**src/design/swam_pkg.sv**
```systemverilog
// Types and constants shared by the sliding window anagram match modules.
package swam_pkg;

    localparam int SYM_W       = 5;
    localparam int REQ_W       = 2;
    localparam int IN_TDATA_W  = 8;
    localparam int OUT_TDATA_W = 8;

    localparam logic [REQ_W-1:0] REQ_PATTERN = 2'd0;
    localparam logic [REQ_W-1:0] REQ_TEXT    = 2'd1;
    localparam logic [REQ_W-1:0] REQ_RESTART = 2'd2;
    localparam logic [REQ_W-1:0] REQ_UNUSED  = 2'd3;

    typedef struct packed {
        logic [REQ_W-1:0] kind;
        logic [SYM_W-1:0] sym;
        logic             known;
    } t_req;

    typedef struct packed {
        logic             restart;
        logic             pat_add;
        logic             text;
        logic             empty;
        logic             dec;
        logic             full;
        logic             ovf;
        logic             known;
        logic [SYM_W-1:0] sym;
    } t_op;

    typedef struct packed {
        logic pattern_overflow;
        logic found;
        logic window_match;
    } t_result;

endpackage

```
**src/design/swam_ram.sv**
```systemverilog
// Generic single-write, single-read RAM with registered read-first output.
module swam_ram #(
    parameter int WIDTH = 8,
    parameter int DEPTH = 16,
    localparam int AW   = (DEPTH > 1) ? $clog2(DEPTH) : 1
) (
    input  logic             i_clk,
    input  logic             i_we,
    input  logic [AW-1:0]    i_waddr,
    input  logic [WIDTH-1:0] i_wdata,
    input  logic             i_re,
    input  logic [AW-1:0]    i_raddr,
    output logic [WIDTH-1:0] o_rdata
);

    logic [WIDTH-1:0] r_mem [DEPTH];
    logic [WIDTH-1:0] r_rdata;

    always_ff @(posedge i_clk) begin
        if (i_re) begin
            r_rdata <= r_mem[i_raddr];
        end
        if (i_we) begin
            r_mem[i_waddr] <= i_wdata;
        end
    end

    assign o_rdata = r_rdata;

endmodule

```
**src/design/swam_front.sv**
```systemverilog
// Front end: accepts input words, classifies them and queues them in a two-entry FIFO.
module swam_front import swam_pkg::*; #(
    parameter int ALPHABET = 26
) (
    input  logic             i_clk,
    input  logic             i_rst_n,
    input  logic             i_s_valid,
    output logic             o_s_ready,
    input  logic [REQ_W-1:0] i_kind,
    input  logic [SYM_W-1:0] i_sym,
    output logic             o_q_valid,
    output t_req             o_q_head,
    input  logic             i_q_pop
);

    t_req       r_q_mem [2];
    logic       r_wr_ptr;
    logic       r_rd_ptr;
    logic [1:0] r_count;
    logic [1:0] n_count;
    logic       w_keep;
    logic       w_push;
    t_req       w_req;

    assign o_s_ready = (r_count != 2'd2);
    assign o_q_valid = (r_count != 2'd0);
    assign o_q_head  = r_q_mem[r_rd_ptr];

    // unused request codes are taken and dropped here
    assign w_keep = i_kind inside {REQ_PATTERN, REQ_TEXT, REQ_RESTART};
    assign w_push = i_s_valid && o_s_ready && w_keep;

    always_comb begin
        w_req.kind  = i_kind;
        w_req.sym   = i_sym;
        w_req.known = (int'(i_sym) < ALPHABET);
    end

    always_comb begin
        n_count = r_count;
        case ({w_push, i_q_pop})
            2'b10:   n_count = r_count + 2'd1;
            2'b01:   n_count = r_count - 2'd1;
            default: n_count = r_count;
        endcase
    end

    always_ff @(posedge i_clk) begin
        if (!i_rst_n) begin
            r_wr_ptr <= 1'b0;
            r_rd_ptr <= 1'b0;
            r_count  <= 2'd0;
        end else begin
            r_count <= n_count;
            if (w_push) begin
                r_wr_ptr <= ~r_wr_ptr;
            end
            if (i_q_pop) begin
                r_rd_ptr <= ~r_rd_ptr;
            end
        end
    end

    always_ff @(posedge i_clk) begin
        if (w_push) begin
            r_q_mem[r_wr_ptr] <= w_req;
        end
    end

endmodule

```
**src/design/swam_seq.sv**
```systemverilog
// Back end, first stage: pattern length, window fill, ring pointer and window ring.
module swam_seq import swam_pkg::*; #(
    parameter int MAX_PATTERN = 64
) (
    input  logic             i_clk,
    input  logic             i_rst_n,
    input  logic             i_q_valid,
    input  t_req             i_q_head,
    output logic             o_q_pop,
    output logic             o_op_valid,
    output t_op              o_op,
    output logic [SYM_W-1:0] o_old_sym,
    input  logic             i_op_take
);

    localparam int CNT_W = $clog2(MAX_PATTERN + 1);
    localparam int EXT_W = CNT_W + 1;
    localparam int PTR_W = (MAX_PATTERN > 1) ? $clog2(MAX_PATTERN) : 1;

    logic [CNT_W-1:0] r_plen;
    logic [CNT_W-1:0] r_fill;
    logic [PTR_W-1:0] r_ptr;
    logic             r_ovf;
    logic             r_op_valid;
    t_op              r_op;

    logic [CNT_W-1:0] n_plen;
    logic [CNT_W-1:0] n_fill;
    logic [PTR_W-1:0] n_ptr;
    logic             n_ovf;
    t_op              n_op;

    logic             w_pop;
    logic             w_is_pat;
    logic             w_is_txt;
    logic             w_is_rst;
    logic             w_pat_open;
    logic             w_pat_full;
    logic             w_txt_win;
    logic             w_win_full;
    logic [CNT_W-1:0] w_fill_after;
    logic [EXT_W-1:0] w_ptr_ext;
    logic [EXT_W-1:0] w_old_ext;
    logic [PTR_W-1:0] w_old_slot;
    logic [PTR_W-1:0] w_ptr_inc;

    assign w_pop   = i_q_valid && (!r_op_valid || i_op_take);
    assign o_q_pop = w_pop;

    assign w_is_pat = (i_q_head.kind == REQ_PATTERN);
    assign w_is_txt = (i_q_head.kind == REQ_TEXT);
    assign w_is_rst = (i_q_head.kind == REQ_RESTART);

    assign w_pat_open   = w_is_pat && (r_fill == '0) && i_q_head.known;
    assign w_pat_full   = (r_plen == CNT_W'(MAX_PATTERN));
    assign w_txt_win    = w_is_txt && (r_plen != '0);
    assign w_win_full   = (r_fill == r_plen);
    assign w_fill_after = w_win_full ? r_fill : r_fill + 1'b1;

    // slot of the symbol leaving the window
    assign w_ptr_ext  = EXT_W'(r_ptr);
    assign w_old_ext  = (w_ptr_ext >= EXT_W'(r_plen))
                      ? w_ptr_ext - EXT_W'(r_plen)
                      : w_ptr_ext + EXT_W'(MAX_PATTERN) - EXT_W'(r_plen);
    assign w_old_slot = w_old_ext[PTR_W-1:0];
    assign w_ptr_inc  = (r_ptr == PTR_W'(MAX_PATTERN - 1)) ? '0 : r_ptr + 1'b1;

    always_comb begin
        n_plen = r_plen;
        n_fill = r_fill;
        n_ptr  = r_ptr;
        n_ovf  = r_ovf;
        if (w_is_rst) begin
            n_plen = '0;
            n_fill = '0;
            n_ptr  = '0;
            n_ovf  = 1'b0;
        end else if (w_pat_open) begin
            if (w_pat_full) begin
                n_ovf = 1'b1;
            end else begin
                n_plen = r_plen + 1'b1;
            end
        end else if (w_txt_win) begin
            n_fill = w_fill_after;
            n_ptr  = w_ptr_inc;
        end
    end

    always_comb begin
        n_op.restart = w_is_rst;
        n_op.pat_add = w_pat_open && !w_pat_full;
        n_op.text    = w_is_txt;
        n_op.empty   = w_is_txt && (r_plen == '0);
        n_op.dec     = w_txt_win && w_win_full;
        n_op.full    = (w_fill_after == r_plen);
        n_op.ovf     = n_ovf;
        n_op.known   = i_q_head.known;
        n_op.sym     = i_q_head.sym;
    end

    swam_ram #(
        .WIDTH (SYM_W),
        .DEPTH (MAX_PATTERN)
    ) u_ring (
        .i_clk   (i_clk),
        .i_we    (w_pop && w_txt_win),
        .i_waddr (r_ptr),
        .i_wdata (i_q_head.sym),
        .i_re    (w_pop),
        .i_raddr (w_old_slot),
        .o_rdata (o_old_sym)
    );

    always_ff @(posedge i_clk) begin
        if (!i_rst_n) begin
            r_plen     <= '0;
            r_fill     <= '0;
            r_ptr      <= '0;
            r_ovf      <= 1'b0;
            r_op_valid <= 1'b0;
        end else begin
            if (w_pop) begin
                r_plen <= n_plen;
                r_fill <= n_fill;
                r_ptr  <= n_ptr;
                r_ovf  <= n_ovf;
            end
            if (w_pop) begin
                r_op_valid <= 1'b1;
            end else if (i_op_take) begin
                r_op_valid <= 1'b0;
            end
        end
    end

    always_ff @(posedge i_clk) begin
        if (w_pop) begin
            r_op <= n_op;
        end
    end

    assign o_op_valid = r_op_valid;
    assign o_op       = r_op;

endmodule

```
**src/design/swam_hist.sv**
```systemverilog
// Back end, second stage: per-letter count cells, match decision and output register.
module swam_hist import swam_pkg::*; #(
    parameter int MAX_PATTERN = 64,
    parameter int ALPHABET    = 26
) (
    input  logic             i_clk,
    input  logic             i_rst_n,
    input  logic             i_op_valid,
    input  t_op              i_op,
    input  logic [SYM_W-1:0] i_old_sym,
    output logic             o_op_take,
    output logic             o_m_valid,
    input  logic             i_m_ready,
    output t_result          o_m_result
);

    localparam int CNT_W = $clog2(MAX_PATTERN + 1);

    logic [CNT_W-1:0] r_pcnt [ALPHABET];
    logic [CNT_W-1:0] r_wcnt [ALPHABET];
    logic             r_found;
    logic             r_m_valid;
    t_result          r_result;

    logic [CNT_W-1:0] n_pcnt [ALPHABET];
    logic [CNT_W-1:0] n_wcnt [ALPHABET];
    logic [ALPHABET-1:0] n_diff;

    logic             w_take;
    logic             w_old_known;
    logic             w_match;
    logic             w_win_op;

    assign w_take      = i_op_valid && (!i_op.text || !r_m_valid || i_m_ready);
    assign o_op_take   = w_take;
    assign w_old_known = (int'(i_old_sym) < ALPHABET);
    assign w_win_op    = i_op.text && !i_op.empty;

    always_comb begin
        logic [CNT_W-1:0] w_mid;
        for (int i = 0; i < ALPHABET; i++) begin
            w_mid = r_wcnt[i];
            if (i_op.dec && w_old_known && (int'(i_old_sym) == i) && (r_wcnt[i] != '0)) begin
                w_mid = r_wcnt[i] - 1'b1;
            end
            if (i_op.restart) begin
                n_pcnt[i] = '0;
                n_wcnt[i] = '0;
            end else begin
                n_pcnt[i] = (i_op.pat_add && (int'(i_op.sym) == i))
                          ? r_pcnt[i] + 1'b1 : r_pcnt[i];
                n_wcnt[i] = (w_win_op && i_op.known && (int'(i_op.sym) == i))
                          ? w_mid + 1'b1 : w_mid;
            end
            n_diff[i] = (n_pcnt[i] != n_wcnt[i]);
        end
    end

    assign w_match = i_op.empty || (i_op.full && (n_diff == '0));

    always_ff @(posedge i_clk) begin
        if (!i_rst_n) begin
            for (int i = 0; i < ALPHABET; i++) begin
                r_pcnt[i] <= '0;
                r_wcnt[i] <= '0;
            end
            r_found   <= 1'b0;
            r_m_valid <= 1'b0;
        end else begin
            if (w_take) begin
                for (int i = 0; i < ALPHABET; i++) begin
                    r_pcnt[i] <= n_pcnt[i];
                    r_wcnt[i] <= n_wcnt[i];
                end
                if (i_op.restart) begin
                    r_found <= 1'b0;
                end else if (i_op.text) begin
                    r_found <= r_found | w_match;
                end
            end
            if (w_take && i_op.text) begin
                r_m_valid <= 1'b1;
            end else if (i_m_ready) begin
                r_m_valid <= 1'b0;
            end
        end
    end

    always_ff @(posedge i_clk) begin
        if (w_take && i_op.text) begin
            r_result.window_match     <= w_match;
            r_result.found            <= r_found | w_match;
            r_result.pattern_overflow <= i_op.ovf;
        end
    end

    assign o_m_valid  = r_m_valid;
    assign o_m_result = r_result;

endmodule

```
**src/design/sliding_window_anagram_match.sv**
```systemverilog
// Top level of the sliding window anagram match block.
//
// Input stream: tuser carries the request (pattern symbol, text symbol,
// restart); tdata carries the letter code. Pattern symbols build the
// pattern histogram; each text symbol yields exactly one output word with
// the window match bit, the sticky found bit and the pattern overflow bit.
// Restart words and pattern words yield no output.
// The output word passes the queue entry, the ring/control stage and the
// output register in turn.
// Throughput: one word per cycle, sustained, while the output is taken;
// each text word updates at most two count cells and one ring entry.
// The ring RAM is read and written at most once per cycle by the control stage.
// Reset clears all counts, pointers and flags; a restart word clears the
// counts, the ring pointer and the found and overflow flags in stream order.
// When the receiver stalls, the output register holds its word, the two
// pipeline stages and the two-entry input queue fill, and then tready drops.
module sliding_window_anagram_match import swam_pkg::*; #(
    parameter int MAX_PATTERN = 64,
    parameter int ALPHABET    = 26
) (
    input  logic                   i_clk,
    input  logic                   i_rst_n,
    input  logic                   i_s_axis_tvalid,
    output logic                   o_s_axis_tready,
    input  logic [IN_TDATA_W-1:0]  i_s_axis_tdata,  // [4:0] symbol
    input  logic [REQ_W-1:0]       i_s_axis_tuser,  // [1:0] req_type
    output logic                   o_m_axis_tvalid,
    input  logic                   i_m_axis_tready,
    output logic [OUT_TDATA_W-1:0] o_m_axis_tdata   // [0] window_match, [1] found,
                                                    // [2] pattern_overflow
);

    logic             w_q_valid;
    t_req             w_q_head;
    logic             w_q_pop;
    logic             w_op_valid;
    t_op              w_op;
    logic [SYM_W-1:0] w_old_sym;
    logic             w_op_take;
    t_result          w_result;

    swam_front #(
        .ALPHABET (ALPHABET)
    ) u_front (
        .i_clk     (i_clk),
        .i_rst_n   (i_rst_n),
        .i_s_valid (i_s_axis_tvalid),
        .o_s_ready (o_s_axis_tready),
        .i_kind    (i_s_axis_tuser),
        .i_sym     (i_s_axis_tdata[SYM_W-1:0]),
        .o_q_valid (w_q_valid),
        .o_q_head  (w_q_head),
        .i_q_pop   (w_q_pop)
    );

    swam_seq #(
        .MAX_PATTERN (MAX_PATTERN)
    ) u_seq (
        .i_clk      (i_clk),
        .i_rst_n    (i_rst_n),
        .i_q_valid  (w_q_valid),
        .i_q_head   (w_q_head),
        .o_q_pop    (w_q_pop),
        .o_op_valid (w_op_valid),
        .o_op       (w_op),
        .o_old_sym  (w_old_sym),
        .i_op_take  (w_op_take)
    );

    swam_hist #(
        .MAX_PATTERN (MAX_PATTERN),
        .ALPHABET    (ALPHABET)
    ) u_hist (
        .i_clk      (i_clk),
        .i_rst_n    (i_rst_n),
        .i_op_valid (w_op_valid),
        .i_op       (w_op),
        .i_old_sym  (w_old_sym),
        .o_op_take  (w_op_take),
        .o_m_valid  (o_m_axis_tvalid),
        .i_m_ready  (i_m_axis_tready),
        .o_m_result (w_result)
    );

    assign o_m_axis_tdata = {{(OUT_TDATA_W - $bits(t_result)){1'b0}}, w_result};

endmodule

```
**config.mk**
```make
export PLATFORM = sky130hd
export DESIGN_NAME = sliding_window_anagram_match
export DESIGN_NICKNAME = d
export VERILOG_FILES = /design/src/design/swam_pkg.sv /design/src/design/swam_ram.sv /design/src/design/swam_front.sv /design/src/design/swam_seq.sv /design/src/design/swam_hist.sv /design/src/design/sliding_window_anagram_match.sv
export SDC_FILE = /design/constraint.sdc
export NUM_CORES = 2
export LEC_CHECK = 0
export ABC_AREA = 1
export BUFFER_PORTS_ARGS = -buffer_cell sky130_fd_sc_hd__buf_2
export CORE_MARGIN = 5
export CORE_UTILIZATION = 35
export DETAILED_ROUTE_END_ITERATION = 12
export GPL_ROUTABILITY_DRIVEN = 0
export HOLD_SLACK_MARGIN = 0.1
export PLACE_DENSITY = 0.47
export SYNTH_ARGS = -nofsm -noshare
export SYNTH_HDL_FRONTEND = slang
export SYNTH_SLANG_ARGS = --single-unit
```
**constraint.sdc**
```tcl
create_clock -name i_clk -period 14.9 [get_ports i_clk]
set_clock_uncertainty 0.15 [all_clocks]
set_input_delay 2.98 -clock i_clk [delete_from_list [all_inputs] [get_ports i_clk]]
set_output_delay 2.98 -clock i_clk [all_outputs]
set_load 0.05 [all_outputs]
```
==> results.cfg <==
[clocking]
clockBufferDepth = 3
cts.sinks = 750
postCtsHoldBufs = 0
cts.clk_slew.worst_paths_ps = 60
cts_setup_buffers = 0
h-tree-depth = 3
cts_tree = built
clock_latency_ps = 720
cts_root_buf = clkbuf_16
ctsResizeCount = 0
cts-buffers-inserted = 94

[placed_design]
dp_hpwl_um = 96900
placed_cell_area_um2 = 50100
io_buffers = 15
dp_cells = 8068

[die]
rows = 136
start_util_pct = 35.1
pin_count = 24
die_y_um = 381
fp.dieW_um = 381
core_area_um2 = 137000
dieArea_um2 = 145000

[grt]
grt_use_total_pct = 19.0
grt_pass1_wl_um = 220000
grt_pass1_vias = 38693
grt_remaining_overflow = 0
grt_antenna_before_repair = 1
grt_max_degree = 181

[pwr]
peakVddDrop_mv = 0.119
power_density_nw_per_um2 = 176
finalPower_mw = 9.35
power_frac_clock_pct = 25.1
p_comb_share_pct = 42.8
p_leak_nw = 23.0
switching_share_pct = 44.3
pwr-share-seq_pct = 32.1
power_switching_mw = 4.14
p_int_mw = 5.21

[logic_synthesis]
synth-edff-count = 721
syn_inst = 6400
synth_top_cell_by_area = edfxtp_1
synth_top_area_share_pct = 45.0
synth.distinct_cells = 49
synth_seq_cells = 750
netlist_area_um2 = 48100
synth_async_sr_flop_share_pct = 0
avgSynthCellArea_um2 = 7.51
yosysWarnings = 0
synth_flop_cell = edfxtp_1
synthTopCellsByArea = edfxtp_1, nand2_1, nor2_1
yosysSeqAreaShare_pct = 46.2

[sta]
setup_violations = 0
rsz0062_at_grt = no
slew_violations = 0
min_period_ps = 5880
hold_violations = 0
fmaxAchievable_ghz = 0.170
fin_crit_sh_pct = 39.4
slew_headroom_pct = 21.6
worst_pin_slew_ps = 1170
finalSetupTns_ps = 0

[finish]
areaGrowthSynthToFinish_pct = 10.7
fillCellCount = 14166
drive_gt1_share_pct = 3.99
layout.cells.non_filler = 8241
final_util_pct = 38.9
final_area_um2 = 53200
layout.nets = 6474

[detailed_routing]
met2_length_um = 68300
highest_layer = met4
drt-total-wl_um = 141000
drcViolationCount = 0
vias = 41206
avgViaCountPerCell = 5.00
drt-pass1-iter-count = 6
wl_met1_um = 65000
first_iter_violations = 2777
wl_per_cell_um = 17.2
ant_nets = 0
wl_met3_um = 4850

[worst_setup_path]
crit_top_cell = buf_4
cp_max_fo = 62
cp_top_family = buffers and inverters
path_class = primary input to flop
cp_slowest_cell = buf_4
cp-end-kind = flop
crit_arrival_ps = 6040
cp_num_buf_inv = 4
slowest_delay_ps = 810
worst-r2r-setup-slack_ps = 9250
worst-endpoint-required_ps = 15070
cp-start-kind = primary input
r2r-end = u_hist.r_found
r2r-start = u_seq.u_ring.o_rdata[1]
cp_cell_sequence = buf_2 -> nand2_4 -> buf_4 -> buf_4 -> buf_4
worst-r2r-cell-count = 25

[min_path]
hold_depth = 0
hp-start = u_seq.o_op[6]
min_path_type = flop to flop
whs_endpoint = u_hist.o_m_result[2]

[flow_run]
cap_violations = 0

[outcome]
outcome = finished clean
synthesized netlist by cell type, types with 2 or more instances:
cell,n
and2_1,5
nand4_1,238
and3_1,3
or2_2,11
mux2_2,5
a21oi_1,75
buf_4,6
clkbuf_1,138
edfxtp_1,721
nand3b_1,52
xor2_1,113
nor2_1,1155
clkinv_1,3
buf_2,6
nor4_1,9
o21ai_0,240
xnor2_1,37
nor3_1,60
o32ai_1,80
nand2_2,10
nand2_1,1589
o21ai_1,22
ha_1,89
nor3b_1,7
buf_1,38
nor2_4,3
inv_1,843
a211oi_1,6
nor2_2,16
mux2i_1,2
nand3_1,735
o211ai_1,5
a31oi_1,13
dfxtp_1,29
inv_2,3
o21bai_1,20
sequential cells by signal (all words and copies together), names as in the netlist, 6 cells and up, named ones only:
name / count
u_seq.u_ring.r_mem: 320
u_hist.r_pcnt: 182
u_hist.r_wcnt: 182
u_front.r_q_mem: 16
u_seq.o_op: 13
u_seq.r_fill: 7
u_seq.r_plen: 7
u_seq.r_ptr: 6
layer usage:
| layer | track usage, % | vias to the layer above |
|---|---|---|
| met5 | 0 | - |
| met4 | 4.55 | 0 |
| met3 | 2.33 | 160 |
| met2 | 33.2 | 629 |
| met1 | 25.1 | 19219 |
| li1 | - | 21198 |
per-stage QoR:
stage                     setup slack, ps  hold slack, ps
after floorplan                      2950             250
after global placement               8220             281
after detailed placement             8190             276
after CTS                            8960             291
after global routing                 8810             309
final                                9020             289
how the worst max path moves through the flow:
stage	start	to	slack (ps)	cells after the start
after CTS	i_rst_n	u_hist.r_wcnt[11][11]	8960	5
after detailed placement	i_rst_n	u_hist.r_wcnt[11][11]	8190	5
final	i_rst_n	u_hist.r_wcnt[11][11]	9020	5
after floorplan	i_m_axis_tready	u_hist.r_pcnt[0][0]	2950	4
after global routing	i_rst_n	u_hist.r_wcnt[11][11]	8810	5
after global placement	i_rst_n	u_hist.r_wcnt[11][11]	8220	5
power by group through the flow:
stage	combinational (mW)	sequential, mW	clock [mW]
finish	4.00	3.00	2.35
global route	4.51	3.03	2.50
CTS	4.06	3.00	2.42
detailed placement	4.04	3.03	0
global placement	4.04	3.03	0
floorplan	2.76	3.02	0
cells in the final DEF, fill, tap and decap left out, types with 11 or more instances in the layout:
master / count
ha_1: 88
inv_1: 842
clkbuf_16: 94
nand2_1: 1587
nand3b_1: 52
a21oi_1: 75
xnor2_1: 37
clkinv_1: 22
o21ai_1: 22
nand3_1: 735
buf_4: 43
o21ai_0: 240
dfxtp_1: 29
a31oi_1: 13
buf_2: 15
nor3_1: 60
edfxtp_1: 721
nor2_2: 19
clkinv_2: 19
nor2_1: 1152
nand4_1: 238
or2_2: 11
xor2_1: 112
o21bai_1: 20
o32ai_1: 80
clkbuf_1: 15
worst register-to-register path, delay by kind of cell, from the launching register on:
| kind | cells | cell delay (ps) |
|---|---|---|
| flops | 1 | 460 |
| buf+inv | 4 | 210 |
| fa+ha+maj | 1 | 120 |
| simple gates | 19 | 4380 |
| compound gates | 1 | 280 |
cell type report:
class                           count  area, µm²  area share [%]
Timing Repair Buffer               59        418           0.785
Inverter                          849       3200            6.01
Multi-Input combinational cell   4616      22000            41.3
Tap cell                         1794       2240            4.22
Clock inverter                     61        712            1.34
Clock buffer                      111       2440            4.58
Sequential cell                   750      22200            41.8
Antenna cell                        1       2.50         0.00470
cell families (layout without fill, tap and decap cells):
group | after synthesis | in the layout | share of synthesized area (%)
buffers and inverters | 1038 | 1080 | 8.18
DFF | 750 | 750 | 46.2
adders and majority gates | 90 | 90 | 2.36
muxes | 7 | 7 | 0.159
AOI/OAI and AO/OA | 470 | 470 | 5.79
other | 1 | 6 | 0.00780
and+or+nand+nor | 3894 | 3894 | 34.5
xor gates and xnor gates | 150 | 150 | 2.73
Power figures use the tool's default switching activity.
